`config.mk`:
```
export PLATFORM = sky130hd
export DESIGN_NAME = sorted_alarm_time_queue_unit_flat
export DESIGN_NICKNAME = d
export VERILOG_FILES = /design/src/rtl/core/saq_pkg.sv /design/src/rtl/core/saq_if.sv /design/src/rtl/core/saq_cfg.sv /design/src/rtl/core/saq_store.sv /design/src/rtl/core/saq_ctrl.sv /design/src/rtl/core/sorted_alarm_time_queue_unit.sv /design/src/flat_wrapper.sv
export SDC_FILE = /design/constraint.sdc
export NUM_CORES = 1
export LEC_CHECK = 0
export ABC_AREA = 1
export BUFFER_PORTS_ARGS = -buffer_cell sky130_fd_sc_hd__buf_4
export CAP_MARGIN = 20
export CELL_PAD_IN_SITES_DETAIL_PLACEMENT = 1
export CELL_PAD_IN_SITES_GLOBAL_PLACEMENT = 1
export CORE_UTILIZATION = 40
export DETAILED_ROUTE_END_ITERATION = 8
export GPL_TIMING_DRIVEN = 0
export PLACE_DENSITY = 0.67
export RECOVER_POWER = 50
export SETUP_SLACK_MARGIN = 0.02
export SLEW_MARGIN = 20
export SYNTH_ARGS = -nofsm -noshare
export SYNTH_HDL_FRONTEND = slang
export SYNTH_SLANG_ARGS = --single-unit
```
`constraint.sdc`:
```
create_clock -name clk -period 2.8 [get_ports clk]
set_input_delay 0 -clock clk [delete_from_list [all_inputs] [get_ports clk]]
set_output_delay 0 -clock clk [all_outputs]
set_load 0.02 [all_outputs]
```
`src/rtl/core/saq_pkg.sv`:
```
`default_nettype none

package saq_pkg;

  localparam int QUEUE_DEPTH = 16;
  localparam int TIME_W      = 32;
  localparam int CNT_W       = $clog2(QUEUE_DEPTH + 1);
  localparam int ADDR_W      = $clog2((QUEUE_DEPTH > 1) ? QUEUE_DEPTH : 2);
  localparam int COUNT_OUT_W = 5;
  localparam int APB_AW      = 3;
  localparam int APB_DW      = 32;

  typedef logic [CNT_W-1:0]  cnt_t;
  typedef logic [ADDR_W-1:0] addr_t;
  typedef logic [TIME_W-1:0] time_t;

  typedef enum logic [1:0] {
    OP_SCHED = 2'd0,
    OP_CHECK = 2'd1,
    OP_CLEAR = 2'd2
  } op_t;

  typedef enum logic [2:0] {
    ST_OK    = 3'd0,
    ST_UNSET = 3'd1,
    ST_RANGE = 3'd2,
    ST_FAULT = 3'd3,
    ST_PAST  = 3'd4,
    ST_FULL  = 3'd5,
    ST_BUSY  = 3'd6
  } status_t;

  typedef enum logic [2:0] {
    S_IDLE,
    S_INS_CMP,
    S_INS_PUT,
    S_RM_SH,
    S_FIN
  } seq_state_t;

  typedef enum logic {
    REG_MIN_TIME = 1'b0,
    REG_MAX_TIME = 1'b1
  } reg_idx_t;

  typedef struct packed {
    time_t min_time;
    time_t max_time;
  } cfg_t;

  typedef struct packed {
    logic  we;
    addr_t waddr;
    time_t wdata;
    addr_t raddr;
  } mem_req_t;

endpackage

`default_nettype wire

```
`src/rtl/core/saq_if.sv`:
```
`default_nettype none

interface saq_in_if import saq_pkg::*; ();
  logic        valid;
  logic        ready;
  logic [1:0]  opcode;
  time_t       alarm_time;
  time_t       rtc_time;
  logic        clock_valid;
  logic        clock_fault;
  logic        payload_busy;

  modport source (
    output valid, opcode, alarm_time, rtc_time, clock_valid, clock_fault, payload_busy,
    input  ready
  );
  modport sink (
    input  valid, opcode, alarm_time, rtc_time, clock_valid, clock_fault, payload_busy,
    output ready
  );
endinterface

interface saq_out_if import saq_pkg::*; ();
  logic                   valid;
  logic                   ready;
  logic [2:0]             status;
  logic                   fire;
  logic [COUNT_OUT_W-1:0] pending_count;
  time_t                  head_time;

  modport source (
    output valid, status, fire, pending_count, head_time,
    input  ready
  );
  modport sink (
    input  valid, status, fire, pending_count, head_time,
    output ready
  );
endinterface

`default_nettype wire

```
`src/rtl/core/saq_cfg.sv`:
```
`default_nettype none

module saq_cfg import saq_pkg::*; (
  input  wire logic              clk,
  input  wire logic              rst_n,
  input  wire logic              cfg_psel,
  input  wire logic              cfg_penable,
  input  wire logic              cfg_pwrite,
  input  wire logic [APB_AW-1:0] cfg_paddr,
  input  wire logic [APB_DW-1:0] cfg_pwdata,
  output      logic [APB_DW-1:0] cfg_prdata,
  output      logic              cfg_pready,
  output      cfg_t              cfg
);

  time_t    min_r, max_r;
  logic     wr_en;
  reg_idx_t sel;

  assign sel        = reg_idx_t'(cfg_paddr[2]);
  assign wr_en      = cfg_psel && cfg_penable && cfg_pwrite;
  assign cfg_pready = 1'b1;

  always_ff @(posedge clk) begin
    if (!rst_n) begin
      min_r <= '0;
      max_r <= '1;
    end else if (wr_en) begin
      case (sel)
        REG_MIN_TIME: min_r <= cfg_pwdata;
        REG_MAX_TIME: max_r <= cfg_pwdata;
        default: ;
      endcase
    end
  end

  always_comb begin
    case (sel)
      REG_MIN_TIME: cfg_prdata = min_r;
      REG_MAX_TIME: cfg_prdata = max_r;
      default:      cfg_prdata = '0;
    endcase
  end

  assign cfg.min_time = min_r;
  assign cfg.max_time = max_r;

endmodule

`default_nettype wire

```
`src/rtl/core/saq_store.sv`:
```
`default_nettype none

module saq_store import saq_pkg::*; (
  input  wire logic     clk,
  input  wire mem_req_t req,
  output      time_t    rdata,
  output      time_t    head
);

  time_t mem [QUEUE_DEPTH];
  time_t rdata_r;
  time_t head_r;

  always_ff @(posedge clk) begin
    if (req.we) begin
      mem[req.waddr] <= req.wdata;
    end
    rdata_r <= mem[req.raddr];
  end

  // shadow copy of entry zero
  always_ff @(posedge clk) begin
    if (req.we && (req.waddr == '0)) begin
      head_r <= req.wdata;
    end
  end

  assign rdata = rdata_r;
  assign head  = head_r;

endmodule

`default_nettype wire

```
`src/rtl/core/saq_ctrl.sv`:
```
`default_nettype none

module saq_ctrl import saq_pkg::*; (
  input  wire logic     clk,
  input  wire logic     rst_n,
  input  wire cfg_t     cfg,
  saq_in_if.sink        in_bus,
  saq_out_if.source     out_bus,
  output      mem_req_t req,
  input  wire time_t    rdata,
  input  wire time_t    head
);

  seq_state_t state_r, state_nxt;
  cnt_t       count_r, count_nxt;
  cnt_t       idx_r, idx_nxt;
  time_t      t_r, t_nxt;
  status_t    st_r, st_nxt;
  logic       fire_r, fire_nxt;

  logic                   ov_r, ov_nxt;
  status_t                ost_r, ost_nxt;
  logic                   ofire_r, ofire_nxt;
  logic [COUNT_OUT_W-1:0] ocnt_r, ocnt_nxt;
  time_t                  ohead_r, ohead_nxt;

  cnt_t count_m1, idx_m1, idx_m2, idx_p1, idx_p2;
  logic accept, take;
  logic t_le_rd;

  assign count_m1 = count_r - cnt_t'(1);
  assign idx_m1   = idx_r - cnt_t'(1);
  assign idx_m2   = idx_r - cnt_t'(2);
  assign idx_p1   = idx_r + cnt_t'(1);
  assign idx_p2   = idx_r + cnt_t'(2);

  assign in_bus.ready = (state_r == S_IDLE);
  assign accept       = in_bus.valid && in_bus.ready;
  assign take         = ov_r && out_bus.ready;

  // comparator for the insertion walk
  assign t_le_rd = (t_r <= rdata);

  always_ff @(posedge clk) begin
    if (!rst_n) begin
      state_r <= S_IDLE;
      count_r <= '0;
      ov_r    <= 1'b0;
    end else begin
      state_r <= state_nxt;
      count_r <= count_nxt;
      ov_r    <= ov_nxt;
    end
  end

  always_ff @(posedge clk) begin
    idx_r   <= idx_nxt;
    t_r     <= t_nxt;
    st_r    <= st_nxt;
    fire_r  <= fire_nxt;
    ost_r   <= ost_nxt;
    ofire_r <= ofire_nxt;
    ocnt_r  <= ocnt_nxt;
    ohead_r <= ohead_nxt;
  end

  always_comb begin
    state_nxt = state_r;
    count_nxt = count_r;
    idx_nxt   = idx_r;
    t_nxt     = t_r;
    st_nxt    = st_r;
    fire_nxt  = fire_r;
    ov_nxt    = take ? 1'b0 : ov_r;
    ost_nxt   = ost_r;
    ofire_nxt = ofire_r;
    ocnt_nxt  = ocnt_r;
    ohead_nxt = ohead_r;
    req       = '0;

    case (state_r)
      S_IDLE: begin
        if (accept) begin
          st_nxt    = ST_OK;
          fire_nxt  = 1'b0;
          state_nxt = S_FIN;
          t_nxt     = in_bus.alarm_time;
          if (in_bus.opcode == OP_SCHED) begin
            if (!in_bus.clock_valid) begin
              st_nxt = ST_UNSET;
            end else if ((in_bus.alarm_time < cfg.min_time) ||
                         (in_bus.alarm_time > cfg.max_time)) begin
              st_nxt = ST_RANGE;
            end else if (in_bus.clock_fault) begin
              st_nxt = ST_FAULT;
            end else if (in_bus.alarm_time < in_bus.rtc_time) begin
              st_nxt = ST_PAST;
            end else if (count_r >= cnt_t'(QUEUE_DEPTH)) begin
              st_nxt = ST_FULL;
            end else begin
              idx_nxt   = count_r;
              count_nxt = count_r + cnt_t'(1);
              if (count_r == '0) begin
                state_nxt = S_INS_PUT;
              end else begin
                req.raddr = count_m1[ADDR_W-1:0];
                state_nxt = S_INS_CMP;
              end
            end
          end else if (in_bus.opcode == OP_CHECK) begin
            if (!in_bus.clock_valid) begin
              st_nxt = ST_UNSET;
            end else if (in_bus.clock_fault) begin
              st_nxt    = ST_FAULT;
              count_nxt = '0;
            end else if ((in_bus.rtc_time < cfg.min_time) ||
                         (in_bus.rtc_time > cfg.max_time)) begin
              st_nxt    = ST_RANGE;
              count_nxt = '0;
            end else if ((count_r != '0) && (in_bus.rtc_time >= head)) begin
              count_nxt = count_m1;
              if (in_bus.payload_busy) begin
                st_nxt = ST_BUSY;
              end else begin
                fire_nxt = 1'b1;
              end
              if (count_m1 != '0) begin
                idx_nxt   = '0;
                req.raddr = addr_t'(1);
                state_nxt = S_RM_SH;
              end
            end
          end else if (in_bus.opcode == OP_CLEAR) begin
            count_nxt = '0;
          end
        end
      end

      S_INS_CMP: begin
        req.we    = 1'b1;
        req.waddr = idx_r[ADDR_W-1:0];
        if (t_le_rd) begin
          req.wdata = rdata;
          idx_nxt   = idx_m1;
          if (idx_r == cnt_t'(1)) begin
            state_nxt = S_INS_PUT;
          end else begin
            req.raddr = idx_m2[ADDR_W-1:0];
          end
        end else begin
          req.wdata = t_r;
          state_nxt = S_FIN;
        end
      end

      S_INS_PUT: begin
        req.we    = 1'b1;
        req.waddr = idx_r[ADDR_W-1:0];
        req.wdata = t_r;
        state_nxt = S_FIN;
      end

      S_RM_SH: begin
        req.we    = 1'b1;
        req.waddr = idx_r[ADDR_W-1:0];
        req.wdata = rdata;
        idx_nxt   = idx_p1;
        if (idx_p1 < count_r) begin
          req.raddr = idx_p2[ADDR_W-1:0];
        end else begin
          state_nxt = S_FIN;
        end
      end

      S_FIN: begin
        if (!ov_r || out_bus.ready) begin
          ov_nxt    = 1'b1;
          ost_nxt   = st_r;
          ofire_nxt = fire_r;
          ocnt_nxt  = COUNT_OUT_W'(count_r);
          ohead_nxt = (count_r != '0) ? head : '0;
          state_nxt = S_IDLE;
        end
      end

      default: begin
        state_nxt = S_IDLE;
      end
    endcase
  end

  assign out_bus.valid         = ov_r;
  assign out_bus.status        = ost_r;
  assign out_bus.fire          = ofire_r;
  assign out_bus.pending_count = ocnt_r;
  assign out_bus.head_time     = ohead_r;

endmodule

`default_nettype wire

```
`src/rtl/core/sorted_alarm_time_queue_unit.sv`:
```
`default_nettype none

// Channel  Dir  Handshake          Beat contents
// in_bus   in   valid/ready        opcode, alarm_time, rtc_time, clock_valid,
//                                  clock_fault, payload_busy
// out_bus  out  valid/ready        status, fire, pending_count, head_time
// cfg_*    in   APB write/read     min_valid_time @ 0x0, max_valid_time @ 0x4
//
// One beat in, one beat out. Rejects, clear and check without removal go straight to the result state.
// Sorted insert walks the store from the tail toward the head, moving larger entries up.
// Head removal shifts the remaining entries down by one place.
// rst_n is synchronous; it empties the queue and restores the window registers.
// in_bus.ready is high only between items; a stalled out_bus holds the result register.

module sorted_alarm_time_queue_unit import saq_pkg::*; (
  input  wire logic              clk,
  input  wire logic              rst_n,
  saq_in_if.sink                 in_bus,
  saq_out_if.source              out_bus,
  input  wire logic              cfg_psel,
  input  wire logic              cfg_penable,
  input  wire logic              cfg_pwrite,
  input  wire logic [APB_AW-1:0] cfg_paddr,
  input  wire logic [APB_DW-1:0] cfg_pwdata,
  output      logic [APB_DW-1:0] cfg_prdata,
  output      logic              cfg_pready
);

  cfg_t     cfg;
  mem_req_t req;
  time_t    rdata;
  time_t    head;

  saq_cfg u_cfg (
    .clk         (clk),
    .rst_n       (rst_n),
    .cfg_psel    (cfg_psel),
    .cfg_penable (cfg_penable),
    .cfg_pwrite  (cfg_pwrite),
    .cfg_paddr   (cfg_paddr),
    .cfg_pwdata  (cfg_pwdata),
    .cfg_prdata  (cfg_prdata),
    .cfg_pready  (cfg_pready),
    .cfg         (cfg)
  );

  saq_store u_store (
    .clk   (clk),
    .req   (req),
    .rdata (rdata),
    .head  (head)
  );

  saq_ctrl u_ctrl (
    .clk     (clk),
    .rst_n   (rst_n),
    .cfg     (cfg),
    .in_bus  (in_bus),
    .out_bus (out_bus),
    .req     (req),
    .rdata   (rdata),
    .head    (head)
  );

endmodule

`default_nettype wire

```
`src/flat_wrapper.sv`:
```
// flat-port wrapper written by rule: the top's interface ports become plain ports
module sorted_alarm_time_queue_unit_flat import saq_pkg::*;
  (clk, rst_n, cfg_psel, cfg_penable, cfg_pwrite, cfg_paddr, cfg_pwdata, cfg_prdata, cfg_pready, in_bus_valid, in_bus_opcode, in_bus_alarm_time, in_bus_rtc_time, in_bus_clock_valid, in_bus_clock_fault, in_bus_payload_busy, in_bus_ready, out_bus_valid, out_bus_status, out_bus_fire, out_bus_pending_count, out_bus_head_time, out_bus_ready);
  saq_in_if in_bus_i ();
  saq_out_if out_bus_i ();
  input  wire logic clk;
  input  wire logic rst_n;
  input  wire logic cfg_psel;
  input  wire logic cfg_penable;
  input  wire logic cfg_pwrite;
  input  wire logic [APB_AW-1:0] cfg_paddr;
  input  wire logic [APB_DW-1:0] cfg_pwdata;
  output      logic [APB_DW-1:0] cfg_prdata;
  output      logic cfg_pready;
  input wire logic [$bits(in_bus_i.valid)-1:0] in_bus_valid;
  input wire logic [$bits(in_bus_i.opcode)-1:0] in_bus_opcode;
  input wire logic [$bits(in_bus_i.alarm_time)-1:0] in_bus_alarm_time;
  input wire logic [$bits(in_bus_i.rtc_time)-1:0] in_bus_rtc_time;
  input wire logic [$bits(in_bus_i.clock_valid)-1:0] in_bus_clock_valid;
  input wire logic [$bits(in_bus_i.clock_fault)-1:0] in_bus_clock_fault;
  input wire logic [$bits(in_bus_i.payload_busy)-1:0] in_bus_payload_busy;
  output wire logic [$bits(in_bus_i.ready)-1:0] in_bus_ready;
  output wire logic [$bits(out_bus_i.valid)-1:0] out_bus_valid;
  output wire logic [$bits(out_bus_i.status)-1:0] out_bus_status;
  output wire logic [$bits(out_bus_i.fire)-1:0] out_bus_fire;
  output wire logic [$bits(out_bus_i.pending_count)-1:0] out_bus_pending_count;
  output wire logic [$bits(out_bus_i.head_time)-1:0] out_bus_head_time;
  input wire logic [$bits(out_bus_i.ready)-1:0] out_bus_ready;
  assign in_bus_i.valid = in_bus_valid;
  assign in_bus_i.opcode = in_bus_opcode;
  assign in_bus_i.alarm_time = in_bus_alarm_time;
  assign in_bus_i.rtc_time = in_bus_rtc_time;
  assign in_bus_i.clock_valid = in_bus_clock_valid;
  assign in_bus_i.clock_fault = in_bus_clock_fault;
  assign in_bus_i.payload_busy = in_bus_payload_busy;
  assign in_bus_ready = in_bus_i.ready;
  assign out_bus_valid = out_bus_i.valid;
  assign out_bus_status = out_bus_i.status;
  assign out_bus_fire = out_bus_i.fire;
  assign out_bus_pending_count = out_bus_i.pending_count;
  assign out_bus_head_time = out_bus_i.head_time;
  assign out_bus_i.ready = out_bus_ready;
  sorted_alarm_time_queue_unit u_core (.clk(clk), .rst_n(rst_n), .in_bus(in_bus_i), .out_bus(out_bus_i), .cfg_psel(cfg_psel), .cfg_penable(cfg_penable), .cfg_pwrite(cfg_pwrite), .cfg_paddr(cfg_paddr), .cfg_pwdata(cfg_pwdata), .cfg_prdata(cfg_prdata), .cfg_pready(cfg_pready));
endmodule
```
# --- Word level (Yosys, flattened, before mapping) ---
# Memories as Yosys holds them, arrays and structs flattened. A register that Yosys moved wholly into a read port is not among the register bits.
# Index checks and enable logic that the tools add are counted.
totals:
  ramBits: 512
  ff_bits: 187
  output_inout_bits: 76
  n_memories: 1
memory_table:
  columns: ["memory", "words", "width", "read_ports", "rd_ports_with_merged_regs", "wr", "line", "text"]
  rows:
  - ["u_core.u_store.mem", 16, 32, 1, 1, 1, "saq_store.sv:10", "time_t mem [QUEUE_DEPTH];"]
classes:
  bitwise_logic: 4
  n_eq_ne: 29
  muxes: 85
  n_lt_le_gt_ge: 9
  n_reduce_logical: 26
  addsub: 6
op_table:
  columns: ["operator", "count"]
  rows:
  - ["$mux W5", 26]
  - ["$pmux W37 S3", 1]
  - ["$lt A32 B32 Y1", 3]
  - ["$mux W3", 29]
  - ["$gt A32 B32 Y1", 2]
  - ["$pmux W32 S2", 1]
  - ["$mux W4", 11]
  - ["$ge A32 B32 Y1", 1]
  - ["$le A32 B32 Y1", 1]
  - ["$mux W32", 1]
  - ["$ne A3 B3 Y1 const B", 7]
  - ["$ne A2 B2 Y1 const B", 10]
  - ["$pmux W3 S5", 1]
  - ["$pmux W5 S3", 1]
  - ["$reduce_and A13 Y1", 1]
  - ["$mux W1", 12]
  - ["$pmux W4 S3", 1]
  - ["$add A5 B1 Y5 const B", 2]
  - ["$reduce_and A10 Y1", 1]
  - ["$reduce_bool A5 Y1", 2]
  - ["$sub A5 B1 Y5 const B", 2]
  - ["$ne A3 B1 Y1 const B", 3]
  - ["$reduce_and A2 Y1", 4]
  - ["$eq A3 B2 Y1 const B", 2]
  - ["other kinds (23)", 34]

# --- Longest topological paths before layout ---
logic_depth:
  ltp_word: 11
  depth_mapped: 28
  ltp_nobuf: 26

# --- Modules after synthesis ---
# Synthesis repeated with hierarchy kept, for this count alone.
hier_totals:
  hier_cells: 3888
  area_unflattened_um2: 35878.2
modules_own_cells:
  columns: ["mod", "cells_each", "area_each_um2", "instances"]
  rows:
  - ["saq_store", 2120, 22744.3, 1]
  - ["saq_ctrl", 1312, 9938.3, 1]
  - ["saq_cfg", 456, 3195.6, 1]

# --- Worst setup path before layout ---
# OpenSTA, ideal clock, no wires.
synth_path:
  path_kind: "register to register"
  from: "reg u_core.u_ctrl.state_r[0]"
  to: "reg u_core.u_store.rdata_r[10] (netlist: u_core.u_store.rdata[10]) (read register of u_core.u_store.mem)"
  path_slack_ns: -0.093
  arrival_time_ns: 2.779
  synth_period_minus_slack_ns: 2.893
  stages_incl_launch_ff: 13
  required_ns: 2.686
  path_cell_list: "dfxtp_1 -> nor2_1 -> inv_1 -> nor2_2 -> nand2_1 -> inv_1 -> nand4_1 -> o21ai_2 -> buf_4 -> buf_2 -> nand3_1 -> nand3_1 -> nand2_1"
synth_between:
  elab_chain_len: 4
  word_cells_on_any_way: 6
synth_rtl:
  columns: ["element", "line", "text"]
  rows:
  - ["start, declared", "saq_ctrl.sv:14", "seq_state_t state_r, state_nxt;"]
  - ["start signal, assigned", "saq_ctrl.sv:50", "state_r <= state_nxt;"]
  - ["$logic_not A3 Y1 (*)", "saq_ctrl.sv:37", "assign in_bus.ready = (state_r == S_IDLE);"]
  - ["named net in_bus_ready", "flat_wrapper.sv:22", "output wire logic [$bits(in_bus_i.ready)-1:0] in_bus_ready;"]
  - ["$logic_and A1 B1 Y1", "saq_ctrl.sv:38", "assign accept = in_bus.valid && in_bus.ready;"]
  - ["$mux W4", "saq_ctrl.sv:83", "if (accept) begin"]
  - ["$pmux W4 S3 (*)", "saq_ctrl.sv:81", "case (state_r)"]
  - ["end, declared", "saq_store.sv:11", "time_t rdata_r;"]
# The timed path passes the listed nets; every way through them passes the cells marked *.
# A chain may end at the register's enable or synchronous reset.

# --- Final worst setup path ---
layout_path:
  from: "reg u_core.u_ctrl.state_r[0]"
  to: "reg u_core.u_store.rdata_r[2] (netlist: u_core.u_store.rdata[2]) (read register of u_core.u_store.mem)"
layout_between:
  elab_chain_len: 4
  word_cells_on_any_way: 6
layout_rtl:
  columns: ["element", "line"]
  rows:
  - ["$logic_not A3 Y1", "saq_ctrl.sv:37, saq_ctrl.sv:81"]
  - ["$logic_and A1 B1 Y1", "saq_ctrl.sv:38"]
  - ["$mux W4", "saq_ctrl.sv:83"]
  - ["$pmux W4 S3 (*)", "saq_ctrl.sv:81"]
# Every way passes the cells marked *; elsewhere a longest branch is shown, timed or not.

==> results.cfg <==
[global_route]
track_usage = 0.263
grt_pass1_vias = 29400
grt_antenna_before_repair = 3
grt_pass1_wl_mm = 177
grt_max_degree = 27
grt-ovfl-total = 0

[yosys]
synth.distinct_cells = 49
synth_ff_type = edfxtp_1
yosysMostFrequentCell = nand2_1
synth_top_area_cell = edfxtp_1
avgSynthCellArea_sq_um = 9.66
synthArstFlopShare = 0
netlist_area_sq_um = 35300
synth_top_cell_area_share = 0.505
synth_commonest_cells = 678 x nand2_1, 615 x nand3_1, 601 x inv_1
synth-seq-cells = 699
synth_cells = 3655
yosys_warnings = 0
yosysSeqAreaShare = 0.565
synth_edf_count = 594
netlist_top_cells_area = edfxtp_1 51%, nand3_1 8.7%, ha_1 8.3%
synth.net_count = 4000

[die]
fp-row-count = 108
ios = 187
die_h_um = 299
die_area_sq_um = 89500
coreArea_sq_um = 87200
start_util = 0.405
fp.dieW_um = 299

[setup_path]
worstSetupEndpointType = flop
critPathBufInv = 3
cp_max_fo = 10
startpoint_type = flop
crit_chain = nor2_1 > inv_1 > nor2_2 > nand2_1 > a21oi_1 > nand2_8 > nand2_8 > buf_12 > buf_12 > nand2_1 > nand3_1 > nand3_2 > nand3_2 > nand2_2
r2r_setup_slack_ns = -0.54
crit_family = simple AND/OR/NAND/NOR gates
r2r_start = u_core.u_ctrl.state_r[0]$_SDFFE_PN0P_
crit_slowest_cell = a21oi_1
timing.rr.end = u_core.u_store.rdata[2]$_DFF_P_
reg2reg_depth = 14
arrival_ns = 3.87
critical_path_class = flop to flop
path_depth = 14
max_stage_delay_ns = 0.50
required_ns = 3.33

[timing]
finalSetupViolations = 531
slew_headroom = 0.145
tns_ns = -114.52
fin_ws_ns = -0.537
period_share = 1.19
fin_worst_skew_ns = 0.0312
post-route-min-period_ns = 3.34
rsz0062_at_grt = yes
finalHoldViolCount = 0
worstMarginPinSlew_ns = 1.28
whs_ns = 0.106
slew_viol_final = 0
timing.fmax_ghz = 0.300

[routing]
routedWlPerCell_um = 23.1
ant_nets = 0
vias = 28400
wl_mm = 123
viasPerCell = 5.31
drc_errors = 0
drtIter0Drc = 1810
dr.pass1.iters = 5

[placed_design]
post-place-ws_ns = -1.57
hpwl_mm = 86.6
placed_area_sq_um = 38900
gp_congestion = 0.867
dp.cells = 5026
io_buffers = 182

[hold_path]
whs_endpoint = u_core.u_ctrl.t_r[0]$_DFFE_PP_
hp-class = input pin to flop
min_path_cells = 2
worstHoldStart = in_bus_alarm_time[0]

[pwr]
p_leak_nw = 19.5
p_total_mw = 24.3
powerDensity_nw_per_um2 = 526
ir_drop_v = 0.000424

[run]
drv_cap = 0

[finish]
finalNonFillerCells = 5350
fillers = 9510
fin_area_sq_um = 46200
finish.net_count = 4469
drive_gt1_frac = 0.215
fin_util = 0.530
area_growth_pct = 30.7

[clocking]
clkSinkCount = 699
htree_levels = 3
cts_tree = yes
clk_pin_slew_ns = 0.06
cts_buffers = 80
clock_path_buffers = 3
clkLatencyLatePin_ns = 0.67
root_buffer = clkbuf_16

[status]
status = finished with violations
violations = setup timing
## state kept, by name, indices dropped and copies added (netlist names), 3 cells and up
| signal | cells |
|---|---|
| u_core.u_ctrl.state_r | 3 |
| u_core.u_cfg.min_r | 32 |
| u_core.u_ctrl.count_r | 5 |
| u_core.u_store.rdata | 32 |
| u_core.u_ctrl.out_bus.status | 3 |
| u_core.u_store.mem | 498 |
| u_core.u_ctrl.out_bus.pending_count | 5 |
| u_core.u_store.head | 14 |
| u_core.u_ctrl.out_bus.head_time | 32 |
| u_core.u_ctrl.idx_r | 5 |
| u_core.u_ctrl.st_r | 3 |
| u_core.u_ctrl.t_r | 32 |
| u_core.u_cfg.max_r | 32 |
## layer usage
metal,GRT usage,routed length (um)
met5,0,0
met4,0.0815,3440
met3,0.0389,6320
met2,0.462,62500
met1,0.333,51100
## worst register-to-register path, stage by stage (launching register included)
cell	delay, ns
dfxtp_1	0.36
nor2_1	0.22
inv_1	0.08
nor2_2	0.37
nand2_1	0.40
a21oi_1	0.50
nand2_8	0.21
nand2_8	0.22
buf_12	0.21
buf_12	0.17
nand2_1	0.06
nand3_1	0.11
nand3_2	0.11
nand3_2	0.11
nand2_2	0.09
## cell families after synthesis
kind of cell / Yosys count / share of synthesized area
AOI/OAI and AO/OA: 405 / 0.0599
adders and majority gates: 234 / 0.0829
and+or+nand+nor: 1530 / 0.199
xor gates and xnor gates: 7 / 0.00174
buffers and inverters: 779 / 0.0920
DFF: 699 / 0.565
other: 1 / 0.000106
## placed cells by master, fill, tap and decap left out, types with 22 or more instances in the layout
master,count
clkinv_1,23
buf_12,54
nand3_4,22
dlygate4sd3_1,79
buf_8,25
nor2_1,58
nand2_1,591
o21ai_0,136
inv_2,39
dfxtp_1,93
buf_4,160
nor2_4,29
nand2_2,70
buf_6,56
ha_1,196
inv_1,557
clkbuf_16,94
clkbuf_1,146
edfxtp_1,594
nand3_1,476
a21oi_1,171
nand3_2,117
nand3b_1,99
ha_4,36
## how the worst max path moves through the flow
stage / start / end / slack [ns]
2_1_floorplan: u_core.u_ctrl.t_r[31]$_DFFE_PP_ / u_core.u_store.head[17]$_DFFE_PP_ / 0.02
3_3_place_gp: u_core.u_ctrl.t_r[15]$_DFFE_PP_ / u_core.u_store.mem[14][27]$_DFFE_PP_ / -2.11
3_5_place_dp: u_core.u_store.mem[0][5]$_DFFE_PP_ / u_core.u_store.rdata[27]$_DFF_P_ / -1.57
4_1_cts: u_core.u_cfg.max_r[26]$_SDFFE_PN1P_ / u_core.u_store.rdata[9]$_DFF_P_ / -0.50
5_1_grt: u_core.u_store.head[17]$_DFFE_PP_ / u_core.u_store.rdata[21]$_DFF_P_ / -0.63
6_report: u_core.u_ctrl.state_r[0]$_SDFFE_PN0P_ / u_core.u_store.rdata[2]$_DFF_P_ / -0.54
## timing repair
| action | CTS | global route |
|---|---|---|
| buffers inserted | 26 | 46 |
| cloned | 5 | 19 |
| endpoints found under the hold margin | 114 | 0 |
| resized for setup | 369 | 426 |
| pin swaps | 34 | 84 |
| setup endpoints to repair | 556 | 574 |
| hold buffers | 79 | 0 |
## layout make-up
cell class	count	area [sq um]	area share
clock buffer	97	2120	0.0458
multi-input combinational	2179	14500	0.314
clock inverter	53	574	0.0124
timing repair buffer	385	3350	0.0727
sequential	699	20000	0.432
timing repair inverter	3	21.3	0.000461
inverter	610	2320	0.0503
antenna	3	7.51	0.000163
buffer	166	1850	0.0400
tap	1155	1450	0.0313
## power by group
| part | internal, mW | leakage [nW] | switching, mW |
|---|---|---|---|
| Sequential | 11.4 | 5.81 | 0.0793 |
| Combinational | 0.724 | 12.4 | 1.29 |
| Clock | 6.28 | 1.31 | 4.56 |
| Total | 18.4 | 19.5 | 5.93 |
(Power assumes the default switching activity.)
